--- src/hw/rtl/lpbe_pkg.sv ---
// Shared constants, codes and types for the pixel low-bit embedder.
`default_nettype none

package lpbe_pkg;

    localparam int BUFFER_BITS = 64;
    localparam int HDR_BITS    = 31;
    localparam int CNT_W       = $clog2(BUFFER_BITS + 1);
    localparam int AVL_W       = $clog2(HDR_BITS + BUFFER_BITS + 1);
    localparam int STREAM_W    = 32;

    localparam int QUEUE_DEPTH = 2;
    localparam int QPTR_W      = (QUEUE_DEPTH > 1) ? $clog2(QUEUE_DEPTH) : 1;
    localparam int QCNT_W      = $clog2(QUEUE_DEPTH + 1);

    localparam int CFG_IDX_W   = 3;
    localparam int CFG_DATA_W  = 31;

    localparam logic [1:0] REQ_PUSH  = 2'd0;
    localparam logic [1:0] REQ_END   = 2'd1;
    localparam logic [1:0] REQ_PIXEL = 2'd2;

    localparam logic [1:0] OP_PUSH  = 2'd0;
    localparam logic [1:0] OP_END   = 2'd1;
    localparam logic [1:0] OP_PIXEL = 2'd2;

    localparam logic [1:0] FMT_5551   = 2'd0;
    localparam logic [1:0] FMT_RGB24  = 2'd1;
    localparam logic [1:0] FMT_RGBA32 = 2'd2;

    localparam logic [CFG_IDX_W-1:0] CFG_SECRET_SIZE  = 3'd0;
    localparam logic [CFG_IDX_W-1:0] CFG_LSB_RED      = 3'd1;
    localparam logic [CFG_IDX_W-1:0] CFG_LSB_GREEN    = 3'd2;
    localparam logic [CFG_IDX_W-1:0] CFG_LSB_BLUE     = 3'd3;
    localparam logic [CFG_IDX_W-1:0] CFG_LSB_ALPHA    = 3'd4;
    localparam logic [CFG_IDX_W-1:0] CFG_PIXEL_FORMAT = 3'd5;

    typedef struct packed {
        logic [30:0] secret_size;
        logic [3:0]  lsb_red;
        logic [3:0]  lsb_green;
        logic [3:0]  lsb_blue;
        logic [3:0]  lsb_alpha;
        logic [1:0]  pixel_format;
    } t_cfg;

    typedef struct packed {
        logic [1:0]  kind;
        logic [31:0] data;
    } t_op;

    typedef struct packed {
        logic [31:0] pixel_out;
        logic [5:0]  bits_taken;
        logic        underrun;
        logic        overflow;
    } t_res;

endpackage

`default_nettype wire

--- src/hw/rtl/lsb_pixel_bit_embedder.sv ---
// Top level of the pixel low-bit embedder: config registers, front end, queue, engine.
`default_nettype none

// Channel   Handshake             Payload
// input     push / full           i_req_type, i_secret_byte, i_pixel_in
// result    empty / pop           o_pixel_out, o_bits_taken, o_underrun, o_overflow
// config    i_cfg_we              i_cfg_index, i_cfg_data
//
// One transaction per cycle on each side, unless full or empty stalls that side.
// A pixel result reaches the result ports through its queue entry and then the result register.
// Synchronous active-low reset; no clearing pass is needed.
// full rises when the two-entry queue is full; pixels stall in the queue while the
// result register holds an unpopped result, and push and end transactions queued
// behind such a pixel wait with it.

module lsb_pixel_bit_embedder (
    input  wire logic                                i_clk,
    input  wire logic                                i_rst_n,
    input  wire logic                                push,
    output logic                                     full,
    input  wire logic [1:0]                          i_req_type,
    input  wire logic [7:0]                          i_secret_byte,
    input  wire logic [31:0]                         i_pixel_in,
    output logic                                     empty,
    input  wire logic                                pop,
    output logic [31:0]                              o_pixel_out,
    output logic [5:0]                               o_bits_taken,
    output logic                                     o_underrun,
    output logic                                     o_overflow,
    input  wire logic                                i_cfg_we,
    input  wire logic [lpbe_pkg::CFG_IDX_W-1:0]      i_cfg_index,
    input  wire logic [lpbe_pkg::CFG_DATA_W-1:0]     i_cfg_data
);

    lpbe_pkg::t_cfg r_cfg;
    lpbe_pkg::t_op  q_wr_op;
    lpbe_pkg::t_op  q_rd_op;
    lpbe_pkg::t_res res;
    logic           q_wr;
    logic           q_full;
    logic           q_empty;
    logic           q_rd;
    logic           res_valid;

    always_ff @(posedge i_clk) begin
        if (!i_rst_n) begin
            r_cfg.secret_size  <= '0;
            r_cfg.lsb_red      <= 4'd1;
            r_cfg.lsb_green    <= 4'd1;
            r_cfg.lsb_blue     <= 4'd1;
            r_cfg.lsb_alpha    <= 4'd0;
            r_cfg.pixel_format <= lpbe_pkg::FMT_RGB24;
        end else if (i_cfg_we) begin
            case (i_cfg_index)
                lpbe_pkg::CFG_SECRET_SIZE:  r_cfg.secret_size  <= i_cfg_data;
                lpbe_pkg::CFG_LSB_RED:      r_cfg.lsb_red      <= i_cfg_data[3:0];
                lpbe_pkg::CFG_LSB_GREEN:    r_cfg.lsb_green    <= i_cfg_data[3:0];
                lpbe_pkg::CFG_LSB_BLUE:     r_cfg.lsb_blue     <= i_cfg_data[3:0];
                lpbe_pkg::CFG_LSB_ALPHA:    r_cfg.lsb_alpha    <= i_cfg_data[3:0];
                lpbe_pkg::CFG_PIXEL_FORMAT: r_cfg.pixel_format <= i_cfg_data[1:0];
                default: r_cfg <= r_cfg;
            endcase
        end
    end

    lpbe_front u_front (
        .push          (push),
        .full          (full),
        .i_req_type    (i_req_type),
        .i_secret_byte (i_secret_byte),
        .i_pixel_in    (i_pixel_in),
        .i_q_full      (q_full),
        .o_q_wr        (q_wr),
        .o_q_op        (q_wr_op)
    );

    lpbe_queue u_queue (
        .i_clk   (i_clk),
        .i_rst_n (i_rst_n),
        .i_wr    (q_wr),
        .i_wr_op (q_wr_op),
        .o_full  (q_full),
        .i_rd    (q_rd),
        .o_rd_op (q_rd_op),
        .o_empty (q_empty)
    );

    lpbe_back u_back (
        .i_clk       (i_clk),
        .i_rst_n     (i_rst_n),
        .i_cfg       (r_cfg),
        .i_op_valid  (!q_empty),
        .i_op        (q_rd_op),
        .o_op_pop    (q_rd),
        .i_res_pop   (pop),
        .o_res_valid (res_valid),
        .o_res       (res)
    );

    assign empty        = !res_valid;
    assign o_pixel_out  = res.pixel_out;
    assign o_bits_taken = res.bits_taken;
    assign o_underrun   = res.underrun;
    assign o_overflow   = res.overflow;

endmodule

`default_nettype wire

--- src/hw/rtl/lpbe_front.sv ---
// Front end: accepts input transactions and classifies them into queue operations.
`default_nettype none

module lpbe_front (
    input  wire logic        push,
    output logic             full,
    input  wire logic [1:0]  i_req_type,
    input  wire logic [7:0]  i_secret_byte,
    input  wire logic [31:0] i_pixel_in,
    input  wire logic        i_q_full,
    output logic             o_q_wr,
    output lpbe_pkg::t_op    o_q_op
);

    logic accept;

    assign full   = i_q_full;
    assign accept = push && !i_q_full;

    always_comb begin
        o_q_wr      = 1'b0;
        o_q_op.kind = lpbe_pkg::OP_PIXEL;
        o_q_op.data = i_pixel_in;
        case (i_req_type)
            lpbe_pkg::REQ_PUSH: begin
                o_q_wr      = accept;
                o_q_op.kind = lpbe_pkg::OP_PUSH;
                o_q_op.data = {24'd0, i_secret_byte};
            end
            lpbe_pkg::REQ_END: begin
                o_q_wr      = accept;
                o_q_op.kind = lpbe_pkg::OP_END;
                o_q_op.data = 32'd0;
            end
            lpbe_pkg::REQ_PIXEL: begin
                o_q_wr      = accept;
                o_q_op.kind = lpbe_pkg::OP_PIXEL;
                o_q_op.data = i_pixel_in;
            end
            default: begin
                o_q_wr = 1'b0;
            end
        endcase
    end

endmodule

`default_nettype wire

--- src/hw/rtl/lpbe_queue.sv ---
// Short operation queue between the front end and the embedding engine.
`default_nettype none

module lpbe_queue (
    input  wire logic          i_clk,
    input  wire logic          i_rst_n,
    input  wire logic          i_wr,
    input  wire lpbe_pkg::t_op i_wr_op,
    output logic               o_full,
    input  wire logic          i_rd,
    output lpbe_pkg::t_op      o_rd_op,
    output logic               o_empty
);

    lpbe_pkg::t_op                    r_mem [lpbe_pkg::QUEUE_DEPTH];
    logic [lpbe_pkg::QPTR_W-1:0]      r_wptr;
    logic [lpbe_pkg::QPTR_W-1:0]      r_rptr;
    logic [lpbe_pkg::QCNT_W-1:0]      r_cnt;
    logic                             do_wr;
    logic                             do_rd;

    assign o_full  = (r_cnt == lpbe_pkg::QCNT_W'(lpbe_pkg::QUEUE_DEPTH));
    assign o_empty = (r_cnt == '0);
    assign o_rd_op = r_mem[r_rptr];
    assign do_wr   = i_wr && !o_full;
    assign do_rd   = i_rd && !o_empty;

    function automatic logic [lpbe_pkg::QPTR_W-1:0] ptr_inc(
        input logic [lpbe_pkg::QPTR_W-1:0] p
    );
        if (p == lpbe_pkg::QPTR_W'(lpbe_pkg::QUEUE_DEPTH - 1)) begin
            return '0;
        end
        return p + 1'b1;
    endfunction

    always_ff @(posedge i_clk) begin
        if (do_wr) begin
            r_mem[r_wptr] <= i_wr_op;
        end
    end

    always_ff @(posedge i_clk) begin
        if (!i_rst_n) begin
            r_wptr <= '0;
            r_rptr <= '0;
            r_cnt  <= '0;
        end else begin
            if (do_wr) begin
                r_wptr <= ptr_inc(r_wptr);
            end
            if (do_rd) begin
                r_rptr <= ptr_inc(r_rptr);
            end
            if (do_wr && !do_rd) begin
                r_cnt <= r_cnt + 1'b1;
            end else if (do_rd && !do_wr) begin
                r_cnt <= r_cnt - 1'b1;
            end
        end
    end

endmodule

`default_nettype wire

--- src/hw/rtl/lpbe_back.sv ---
// Embedding engine: bit FIFO, header counter and per-pixel bit placement.
`default_nettype none

module lpbe_back (
    input  wire logic          i_clk,
    input  wire logic          i_rst_n,
    input  wire lpbe_pkg::t_cfg i_cfg,
    input  wire logic          i_op_valid,
    input  wire lpbe_pkg::t_op i_op,
    output logic               o_op_pop,
    input  wire logic          i_res_pop,
    output logic               o_res_valid,
    output lpbe_pkg::t_res     o_res
);

    logic [4:0]                         r_hdr_left;
    logic [lpbe_pkg::BUFFER_BITS-1:0]   r_fifo;
    logic [lpbe_pkg::CNT_W-1:0]         r_count;
    logic                               r_ended;
    logic                               r_ovf;
    logic                               r_res_valid;
    lpbe_pkg::t_res                     r_res;

    logic [4:0]                         n_hdr_left;
    logic [lpbe_pkg::BUFFER_BITS-1:0]   n_fifo;
    logic [lpbe_pkg::CNT_W-1:0]         n_count;
    logic                               n_ended;
    logic                               n_ovf;
    lpbe_pkg::t_res                     n_res;

    logic                               res_free;
    logic                               op_go;
    logic                               is_pixel;
    logic [3:0]                         cw;
    logic [3:0]                         ca, cr, cg, cb;
    logic [5:0]                         need;
    logic [5:0]                         off_r, off_g, off_b;
    logic [lpbe_pkg::AVL_W-1:0]         avail;
    logic [30:0]                        hdr_rem;
    logic [lpbe_pkg::STREAM_W-1:0]      stream;
    logic [7:0]                         pa, pr, pg, pb;
    logic [7:0]                         va, vr, vg, vb;
    logic [31:0]                        pix_out;
    logic [5:0]                         taken;
    logic [4:0]                         hdr_used;
    logic [5:0]                         fifo_used;
    logic                               under;

    function automatic logic [3:0] clip(input logic [3:0] v, input logic [3:0] lim);
        return (v < lim) ? v : lim;
    endfunction

    function automatic logic [7:0] embed(
        input logic [7:0]                    val,
        input logic [3:0]                    cnt,
        input logic [5:0]                    off,
        input logic [lpbe_pkg::STREAM_W-1:0] s,
        input logic [lpbe_pkg::AVL_W-1:0]    avl
    );
        logic [7:0]                 v;
        logic [lpbe_pkg::AVL_W-1:0] idx;
        v = val;
        for (int p = 0; p < 8; p++) begin
            idx = lpbe_pkg::AVL_W'(off) + lpbe_pkg::AVL_W'(p);
            if ((4'(p) < cnt) && (idx < avl)) begin
                v[p] = s[idx[4:0]];
            end
        end
        return v;
    endfunction

    assign is_pixel    = (i_op.kind == lpbe_pkg::OP_PIXEL);
    assign res_free    = !r_res_valid || i_res_pop;
    assign op_go       = i_op_valid && (!is_pixel || res_free);
    assign o_op_pop    = op_go;
    assign o_res_valid = r_res_valid;
    assign o_res       = r_res;

    // channel layout
    always_comb begin
        case (i_cfg.pixel_format)
            lpbe_pkg::FMT_5551: begin
                cw = 4'd5;
                pr = {3'd0, i_op.data[14:10]};
                pg = {3'd0, i_op.data[9:5]};
                pb = {3'd0, i_op.data[4:0]};
            end
            lpbe_pkg::FMT_RGB24: begin
                cw = 4'd8;
                pr = i_op.data[23:16];
                pg = i_op.data[15:8];
                pb = i_op.data[7:0];
            end
            default: begin
                cw = 4'd8;
                pr = i_op.data[31:24];
                pg = i_op.data[23:16];
                pb = i_op.data[15:8];
            end
        endcase
    end

    assign pa    = i_op.data[7:0];
    assign ca    = clip(i_cfg.lsb_alpha, 4'd8);
    assign cr    = clip(i_cfg.lsb_red, cw);
    assign cg    = clip(i_cfg.lsb_green, cw);
    assign cb    = clip(i_cfg.lsb_blue, cw);
    assign off_r = 6'(ca);
    assign off_g = off_r + 6'(cr);
    assign off_b = off_g + 6'(cg);
    assign need  = off_b + 6'(cb);

    // header bits first, then FIFO bits
    assign avail   = lpbe_pkg::AVL_W'(r_hdr_left) + lpbe_pkg::AVL_W'(r_count);
    assign hdr_rem = i_cfg.secret_size >> (5'd31 - r_hdr_left);
    assign stream  = {1'b0, hdr_rem} | (r_fifo[lpbe_pkg::STREAM_W-1:0] << r_hdr_left);

    assign va = embed(pa, ca, 6'd0, stream, avail);
    assign vr = embed(pr, cr, off_r, stream, avail);
    assign vg = embed(pg, cg, off_g, stream, avail);
    assign vb = embed(pb, cb, off_b, stream, avail);

    always_comb begin
        case (i_cfg.pixel_format)
            lpbe_pkg::FMT_5551:  pix_out = {17'd0, vr[4:0], vg[4:0], vb[4:0]};
            lpbe_pkg::FMT_RGB24: pix_out = {8'd0, vr, vg, vb};
            default:             pix_out = {vr, vg, vb, va};
        endcase
    end

    assign taken     = (lpbe_pkg::AVL_W'(need) < avail) ? need : avail[5:0];
    assign under     = (lpbe_pkg::AVL_W'(need) > avail) && !r_ended;
    assign hdr_used  = (taken < 6'(r_hdr_left)) ? taken[4:0] : r_hdr_left;
    assign fifo_used = taken - 6'(hdr_used);

    always_comb begin
        n_hdr_left = r_hdr_left;
        n_fifo     = r_fifo;
        n_count    = r_count;
        n_ended    = r_ended;
        n_ovf      = r_ovf;
        n_res.pixel_out  = pix_out;
        n_res.bits_taken = taken;
        n_res.underrun   = under;
        n_res.overflow   = r_ovf;
        case (i_op.kind)
            lpbe_pkg::OP_PUSH: begin
                if (!r_ended) begin
                    if (r_count > lpbe_pkg::CNT_W'(lpbe_pkg::BUFFER_BITS - 8)) begin
                        n_ovf = 1'b1;
                    end else begin
                        n_fifo  = r_fifo |
                                  (lpbe_pkg::BUFFER_BITS'(i_op.data[7:0]) << r_count);
                        n_count = r_count + lpbe_pkg::CNT_W'(8);
                    end
                end
            end
            lpbe_pkg::OP_END: begin
                n_ended = 1'b1;
            end
            lpbe_pkg::OP_PIXEL: begin
                n_hdr_left = r_hdr_left - hdr_used;
                n_fifo     = r_fifo >> fifo_used;
                n_count    = r_count - lpbe_pkg::CNT_W'(fifo_used);
            end
            default: begin
                n_ended = r_ended;
            end
        endcase
    end

    always_ff @(posedge i_clk) begin
        if (!i_rst_n) begin
            r_hdr_left  <= 5'd31;
            r_fifo      <= '0;
            r_count     <= '0;
            r_ended     <= 1'b0;
            r_ovf       <= 1'b0;
            r_res_valid <= 1'b0;
        end else begin
            if (op_go) begin
                r_hdr_left <= n_hdr_left;
                r_fifo     <= n_fifo;
                r_count    <= n_count;
                r_ended    <= n_ended;
                r_ovf      <= n_ovf;
            end
            if (op_go && is_pixel) begin
                r_res_valid <= 1'b1;
            end else if (i_res_pop) begin
                r_res_valid <= 1'b0;
            end
        end
    end

    always_ff @(posedge i_clk) begin
        if (op_go && is_pixel) begin
            r_res <= n_res;
        end
    end

endmodule

`default_nettype wire

--- config.mk ---
export PLATFORM = sky130hd
export DESIGN_NAME = lsb_pixel_bit_embedder
export DESIGN_NICKNAME = d
export VERILOG_FILES = /design/src/hw/rtl/lpbe_pkg.sv /design/src/hw/rtl/lsb_pixel_bit_embedder.sv /design/src/hw/rtl/lpbe_front.sv /design/src/hw/rtl/lpbe_queue.sv /design/src/hw/rtl/lpbe_back.sv
export SDC_FILE = /design/constraint.sdc
export NUM_CORES = 1
export LEC_CHECK = 0
export ABC_AREA = 1
export BUFFER_PORTS_ARGS = -buffer_cell sky130_fd_sc_hd__buf_2
export CAP_MARGIN = 5
export CORE_ASPECT_RATIO = 0.5
export CORE_MARGIN = 1.5
export CORE_UTILIZATION = 45
export CTS_CLUSTER_DIAMETER = 200
export DETAILED_ROUTE_END_ITERATION = 10
export GPL_TIMING_DRIVEN = 0
export MAX_ROUTING_LAYER = met4
export PLACE_DENSITY_LB_ADDON = 0.12
export REMOVE_ABC_BUFFERS = 1
export SLEW_MARGIN = 10
export SYNTH_ARGS = -nofsm -noshare
export SYNTH_HDL_FRONTEND = slang
export SYNTH_SLANG_ARGS = --single-unit
--- constraint.sdc ---
create_clock -name i_clk -period 21.8 [get_ports i_clk]
set_input_delay 2.18 -clock i_clk [delete_from_list [all_inputs] [get_ports i_clk]]
set_output_delay 2.18 -clock i_clk [all_outputs]
set_load 0.05 [all_outputs]
==> results of run 1 <==
==> layout make-up <==
class,count,share of cell area
antenna,1,0.0000851
multi-input combinational,3614,0.636
clock inverter,15,0.00787
timing repair buffer,149,0.0382
tap,812,0.0346
inverter,456,0.0584
clock buffer,33,0.0234
sequential,241,0.201
==> routing by layer <==
layer,track usage,vias up,part of all wire
li1,-,15000,-
met1,0.472,14400,0.45
met2,0.520,1318,0.43
met3,0.0361,205,0.083
met4,0.106,0,0.036
met5,-,-,0
==> path summary, 6_finish.rpt <==
path	start	end	slack, ns
max	r_cfg[1]	u_back.r_fifo[4]	8.48
max reg2reg	r_cfg[1]	u_back.r_fifo[4]	8.48
min	u_back.r_ovf	u_back.o_res[0]	0.44
min reg2reg	u_back.r_ovf	u_back.o_res[0]	0.44
==> layout by cell type, fill, tap and decap left out, drive strengths merged, types with 4 or more instances in the layout <==
cell,n
a211o,5
a21oi,275
a22oi,6
a31oi,16
and2,4
and3,4
buf,149
bufinv,5
clkbuf,33
clkinv,18
conb,5
dfxtp,133
edfxtp,108
fa,5
ha,178
inv,446
mux2i,33
nand2,1401
nand3,432
nand3b,11
nand4,6
nor2,284
nor3,16
o211a,4
o211ai,61
o21a,16
o21ai,699
o21bai,24
o221ai,12
o22ai,12
o31ai,5
or2,36
xnor2,15
xor2,26
==> registers in the layout, indices dropped and copies added (netlist names), named ones only <==
| signal | count |
|---|---|
| u_queue.r_mem | 68 |
| u_back.r_fifo | 64 |
| r_cfg | 49 |
| u_back.o_res | 40 |
| u_back.r_count | 7 |
| u_back.r_hdr_left | 5 |
| u_queue.r_cnt | 2 |
| u_back.o_res_valid | 1 |
| u_back.r_ended | 1 |
| u_back.r_ovf | 1 |
| u_queue.r_rptr | 1 |
| u_queue.r_wptr | 1 |
==> stage by stage <==
stage               std cells  area [um2]  worst slack, ns  hold WS, ns   util
floorplan                4311       26200             9.66        0.409      -
detailed placement       5272       28500             8.76        0.421  0.477
finish                   5321       29400             8.48        0.436  0.493
global route             5321       29400             7.56        0.453  0.493
CTS                      5320       29400             8.74        0.436  0.492
global placement         5245       27800             4.67        0.420  0.466
==> worst reg2reg max path: cells and delay by family, from the launching register on <==
family	cells	cell delay, ns
flip-flops	1	0.92
adder cells (fa/ha/maj)	8	3.49
buffers and inverters	8	2.52
XOR/XNOR	1	0.14
AND/OR/NAND/NOR	24	4.54
AO/OA/AOI/OAI	7	1.70
==> kinds of logic after synthesis <==
kind of cell,after synthesis,synth area share
buffers and inverters,728,0.107
muxes,33,0.0121
adders and majority gates,183,0.0849
AOI/OAI and AO/OA,1157,0.230
and+or+nand+nor,2195,0.337
other,1,0.000137
DFF,241,0.216
xor gates and xnor gates,41,0.0131
==> results.md, run 1 <==
- The number of distinct standard cells referenced by the synthesized netlist is 66.
- Before antenna repair, the detailed router went through 7 iterations.
- The clock insertion delay at the later pin of the skew report is 0.62 ns.
- The critical path crosses 48 cells after its start point.
- The worst setup path is captured at a register.
- The leading cell type by number of instances after synthesis is sky130_fd_sc_hd__nand2_1.
- The total of warnings raised by yosys is 0.
- At the pin with the least slew margin, the transition time is 1.42 ns.
- In this run the remaining antenna-violating nets after routing total 0.
- The overall die area is 0.0625 mm2.
- The number of setup buffers added after CTS is 0.
- The number of cells on the worst reg-to-reg path is 48.
- By area the synthesized netlist is led by sky130_fd_sc_hd__nand2_1, sky130_fd_sc_hd__edfxtp_1, sky130_fd_sc_hd__o21ai_0, sky130_fd_sc_hd__dfxtp_1, sky130_fd_sc_hd__ha_1.
- The aggregate negative setup slack is 0 ns.
- Setup violations remaining at the end of the flow were counted as 0.
- After floorplanning, the core was divided into 63 placement rows.
- Synthesis inferred 241 register bits.
- The max-slew violation count is 0.
- The required time of the critical path is 22.35 ns.
- The per-cell routed wire length is 20.2 um.
- The worst pin sits at a relative slew slack of 0.0505.
- The level count of the clock H-tree is 1.
- Dividing the detail-routed via count by the number of cells gives 5.81.
- Buffers placed on the I/O ports in this run total 122.
- The number of fill cells is 6359.
- Summing over every cut layer, the via total after detailed routing is 30900.
- The post-detailed-routing wire length is 107 mm.
- For this run, the leading register cell type out of synthesis is sky130_fd_sc_hd__dfxtp_1.
- The sink count of the clock tree is 241.
- After global routing the overflow that remains totals 0.
- The first global-routing pass estimated 161 mm of wire.
- The core region area is 0.0597 mm2.
- The final critical path time including I/O delays and setup is 13.32 ns.
- The number of hold buffers added after cts is 0.
- The gate count after technology mapping is 4579.
- For this design the top-level I/O count stands at 123.
- Averaged over all synthesized cells, the footprint is 5.98 um2.
- The number of hold-slack violations in the final timing report is 0.
- From bottom edge to top edge, the die measures 177 um.
- The cell type with the highest occurrence count on the critical path is sky130_fd_sc_hd__nand2_1.
- The path class of the lowest-slack min-delay path is reg -> reg.
- In the finished design, the share of the clock period the worst path needs comes to 0.611.
- The clock slew at the register clock pins of the worst setup and hold paths is 0.07 ns.
- Counting both buffers and inverters, the worst setup path holds a total of 8.
- Static timing analysis puts the maximum clock frequency at 0.0751 GHz.
- The via count of the first global-routing pass came to 26900.
- The top cell family by delay on the critical path is simple AND/OR/NAND/NOR gates.
- Entering global routing, the biggest net connects 125 pins.
- Summing all flip-flop and latch instances after layout gives 0.00592 mm2.
- In this run the horizontal extent of the chip is 352 um.
- Relative to the synthesized area, the layout overhead comes to 7.30%.
- Setup repair after global routing left no endpoint under its margin.
- The run finished with clean final reports.
- The TritonCTS clock tree is done.
- The worst setup path is launched from a register.
- For this run, the slowest stage of the critical path takes 1.23 ns.
- The initial utilization of the core area, before any placement, comes to 0.459.
- The number of buffers created by CTS is 26.
- Summing all multi-input logic gate instances after layout gives 0.0187 mm2.
- The remaining routing DRC violations is 0.
- The commonest cells after synthesis are sky130_fd_sc_hd__nand2_1, sky130_fd_sc_hd__o21ai_0, sky130_fd_sc_hd__inv_1.
- The proportion of synthesized chip area in sequential cells is 0.216.
- The count of nets after finishing is 4752.
- The slowest stage of the critical path belongs to the cell sky130_fd_sc_hd__fa_1.
- At the end of routability-driven placement, the weighted congestion stood at 1.01.
- The worst setup path is of the reg -> reg kind.
- The top fanout value on the critical path is 124.
- Yosys mapped a number of flops with a built-in enable equal to 108.
- In the final layout, the share of cells above drive strength 1 is 0.0721.
- The share of flip-flops with an asynchronous set or reset is 0.
- The cell sitting at the root of the clock tree is a sky130_fd_sc_hd__clkbuf_16.
- The cell area after technology mapping is 0.0274 mm2.
- For this run, the total global-route usage over all layers was measured as 0.340.
- The count of max-cap constraint violations is 0.
- Summed over all nets, the half-perimeter wirelength after detailed placement is 79.4 mm.
- The synthesized design spends more area on one cell type than any other, namely sky130_fd_sc_hd__nand2_1.
- The detailed router finished its first iteration with 3802 violations.
- The initial antenna violation count was 1.
- The deepest clock path buffer count is 3.
- Gates resized during post-CTS repair numbered 0.
- The hold path depth is 0.
- The final setup skew is 0.0435 ns.
- Of the post-synthesis cell area, the dominant cell type holds 0.189.
- The arrival time at the worst endpoint is 13.88 ns.
Power of run 1 is not shown: default switching activity piles up to over one toggle a cycle in this logic, so the estimate is an artifact.
==> run 2, diff against run 1 <==
Clock period 21.8 ns to 13.12 ns, I/O delays scaled along.
==> results.md, run 2 (synthesis gave the netlist of run 1 again) <==
- The flow ran to the end, and the final reports show no timing, DRC or antenna violations.
- The initial antenna violation count is 1.
- The total congestion overflow is 0.
- For the pin with the worst max-slew slack, the measured transition is 1.42 ns.
- Of the cells placed in the final design, the portion with a size suffix greater than 1 is 0.0723.
- The quantity of gates resized following cts is 0.
- In this run the number of cells on the critical path is 48.
- The via count of the first global-routing pass was 26900.
- The max-slew violation count was 0.
- Counting both buffers and inverters, the worst setup path holds a total of 8.
- The met1 wire length is 48.3 mm.
- The setup slack of the critical path after layout is 0.927 ns.
- In this run the remaining antenna-violating nets after routing total 0.
- The highest metal layer carrying signal wires in the routed design is met4.
- The floorplan has 63 rows.
- The top fanout value on the critical path is 124.
- The register with the most flip-flops in the layout has 68 of them.
- Setup total negative slack on the finished layout was measured at 0 ns.
- Clock latency on the worst-skew pair, taken at its later pin, is 0.62 ns.
- The number of hold-slack violations in the final timing report is 0.
- Input and output buffers added on the ports amount to 122.
- The detailed router finished its first iteration with 3694 violations.
- The hold path depth is 0.
- The per-cell routed wire length is 20.2 um.
- For this run, the slowest stage of the critical path takes 1.01 ns.
- Compared with the post-synthesis result, the final layout area differs by 7.40%.
- For this configuration, the core starts out at a cell density of 0.459.
- 123 I/O pins were placed.
- The die is 352 um wide.
- The overall die height is 177 um.
- The clock passes through at most 3 buffers.
- The cell depth of the worst flop-to-flop path is 48.
- The cell at the slowest stage of the critical path is sky130_fd_sc_hd__fa_2.
- Headroom to the max-slew limit came out at 0.0543.
- Entering global routing, the biggest net connects 125 pins.
- The worst setup path is launched from a register.
- The worst setup path is of the reg -> reg kind.
- The share of the clock period used by the worst path after layout is 0.929.
- After detailed routing, the met2 layer carries 46.0 mm of wire.
- The overall die area is 0.0625 mm2.
- The TritonCTS clock tree is done.
- After legalization and detailed placement, the total HPWL measured 79.4 mm.
- The routed layout has 31000 vias.
- The met3 wire length is 9.08 mm.
- Counting I/O delays and the setup requirement, the final critical path takes 12.19 ns.
- More flip-flops sit in one register than any other, and that register is u_queue.r_mem.
- The remaining routing DRC violations is 0.
- The number of hold buffers added after cts is 0.
- Buffers added to address setup during post-CTS repair amount to 0.
- The clock slew at the register clock pins of the worst setup and hold paths is 0.07 ns.
- The iteration count of the initial detailed-routing pass is 6.
- Setup violations remaining at the end of the flow were counted as 0.
- The sink count of the clock tree is 241.
- The required time of the critical path is 13.67 ns.
- In the global route stage, overall resource usage came out at 0.340.
- Timing analysis after detailed placement gives a worst setup slack of 0.0754 ns.
- The core region is 0.0597 mm2.
- The congestion estimate from routability-driven global placement came to 1.01.
- The first global-routing pass estimated 161 mm of wire.
- In the layout the commonest cells are sky130_fd_sc_hd__nand2_1, sky130_fd_sc_hd__o21ai_0, sky130_fd_sc_hd__inv_1.
- The final setup skew is 0.0425 ns.
- The placed standard-cell area is 0.0285 mm2.
- The post-detailed-routing wire length is 107 mm.
- STA puts the critical path data arrival time at 12.74 ns.
- The count of nets after finishing is 4752.
- The buffer type at the clock tree root is sky130_fd_sc_hd__clkbuf_16.
- The cell that appears most often on the critical path is sky130_fd_sc_hd__nand2_1.
- CTS built an H-tree with a depth of 1.
- The number of buffers created by CTS is 26.
- Across the run, the number of max-cap violations was 0.
- The most common library cell in the layout ignoring fill and taps is sky130_fd_sc_hd__nand2_1.
- Setup repair after global routing left no endpoint under its margin.
- The maximum clock frequency is 0.0820 GHz.
- The worst hold path belongs to the class reg -> reg.
- The routed via count divided by cell count is 5.82.
- The top cell family by delay on the critical path is simple AND/OR/NAND/NOR gates.
- Summing all non-filler instances in the final layout gives an area of 0.0294 mm2.
- The largest registers in the layout are u_queue.r_mem x68, u_back.r_fifo x64, r_cfg x49.
- The element type at the critical path end is a register.
-- run 2: cell counts in the layout (fill, tap and decap cells not counted) --
No cell type changed its count.
-- run 2: final cells by class --
cell class,instances,area (um2)
Fill cell,6358,30200
Multi-Input combinational cell,3614,18700
Sequential cell,241,5920
Inverter,456,1720
Timing Repair Buffer,149,1120
Tap cell,812,1020
Clock buffer,33,687
Clock inverter,15,231
Antenna cell,1,2.50
-- run 2: per-layer routing --
layer | track usage | vias to the layer above
met5 | - | -
met4 | 0.106 | 0
met3 | 0.0361 | 212
met2 | 0.520 | 1322
met1 | 0.472 | 14400
li1 | - | 15000
-- run 2: worst reg2reg max path, delay by kind of cell (launching register included) --
kind,cells,cell delay [ns]
AND/OR/NAND/NOR,24,4.32
adder cells (fa/ha/maj),8,3.24
buffers and inverters,8,2.08
AO/OA/AOI/OAI,7,1.71
flip-flops,1,0.67
XOR/XNOR,1,0.14
-- run 2: path summary, 6_finish.rpt --
kind                start                to  slack (ns)
min          u_back.r_ovf   u_back.o_res[0]        0.44
max              r_cfg[1]  u_back.r_fifo[4]        0.93
max reg2reg      r_cfg[1]  u_back.r_fifo[4]        0.93
min reg2reg  u_back.r_ovf   u_back.o_res[0]        0.44
-- run 2: metrics by stage --
stage,hold WS (ns),util,std cells
2_1_floorplan,0.409,-,4311
3_3_place_gp,0.420,0.466,5245
3_5_place_dp,0.421,0.477,5272
4_1_cts,0.436,0.492,5320
5_1_grt,0.453,0.493,5321
6_report,0.436,0.493,5321
Power of run 2 is left out for the same reason.
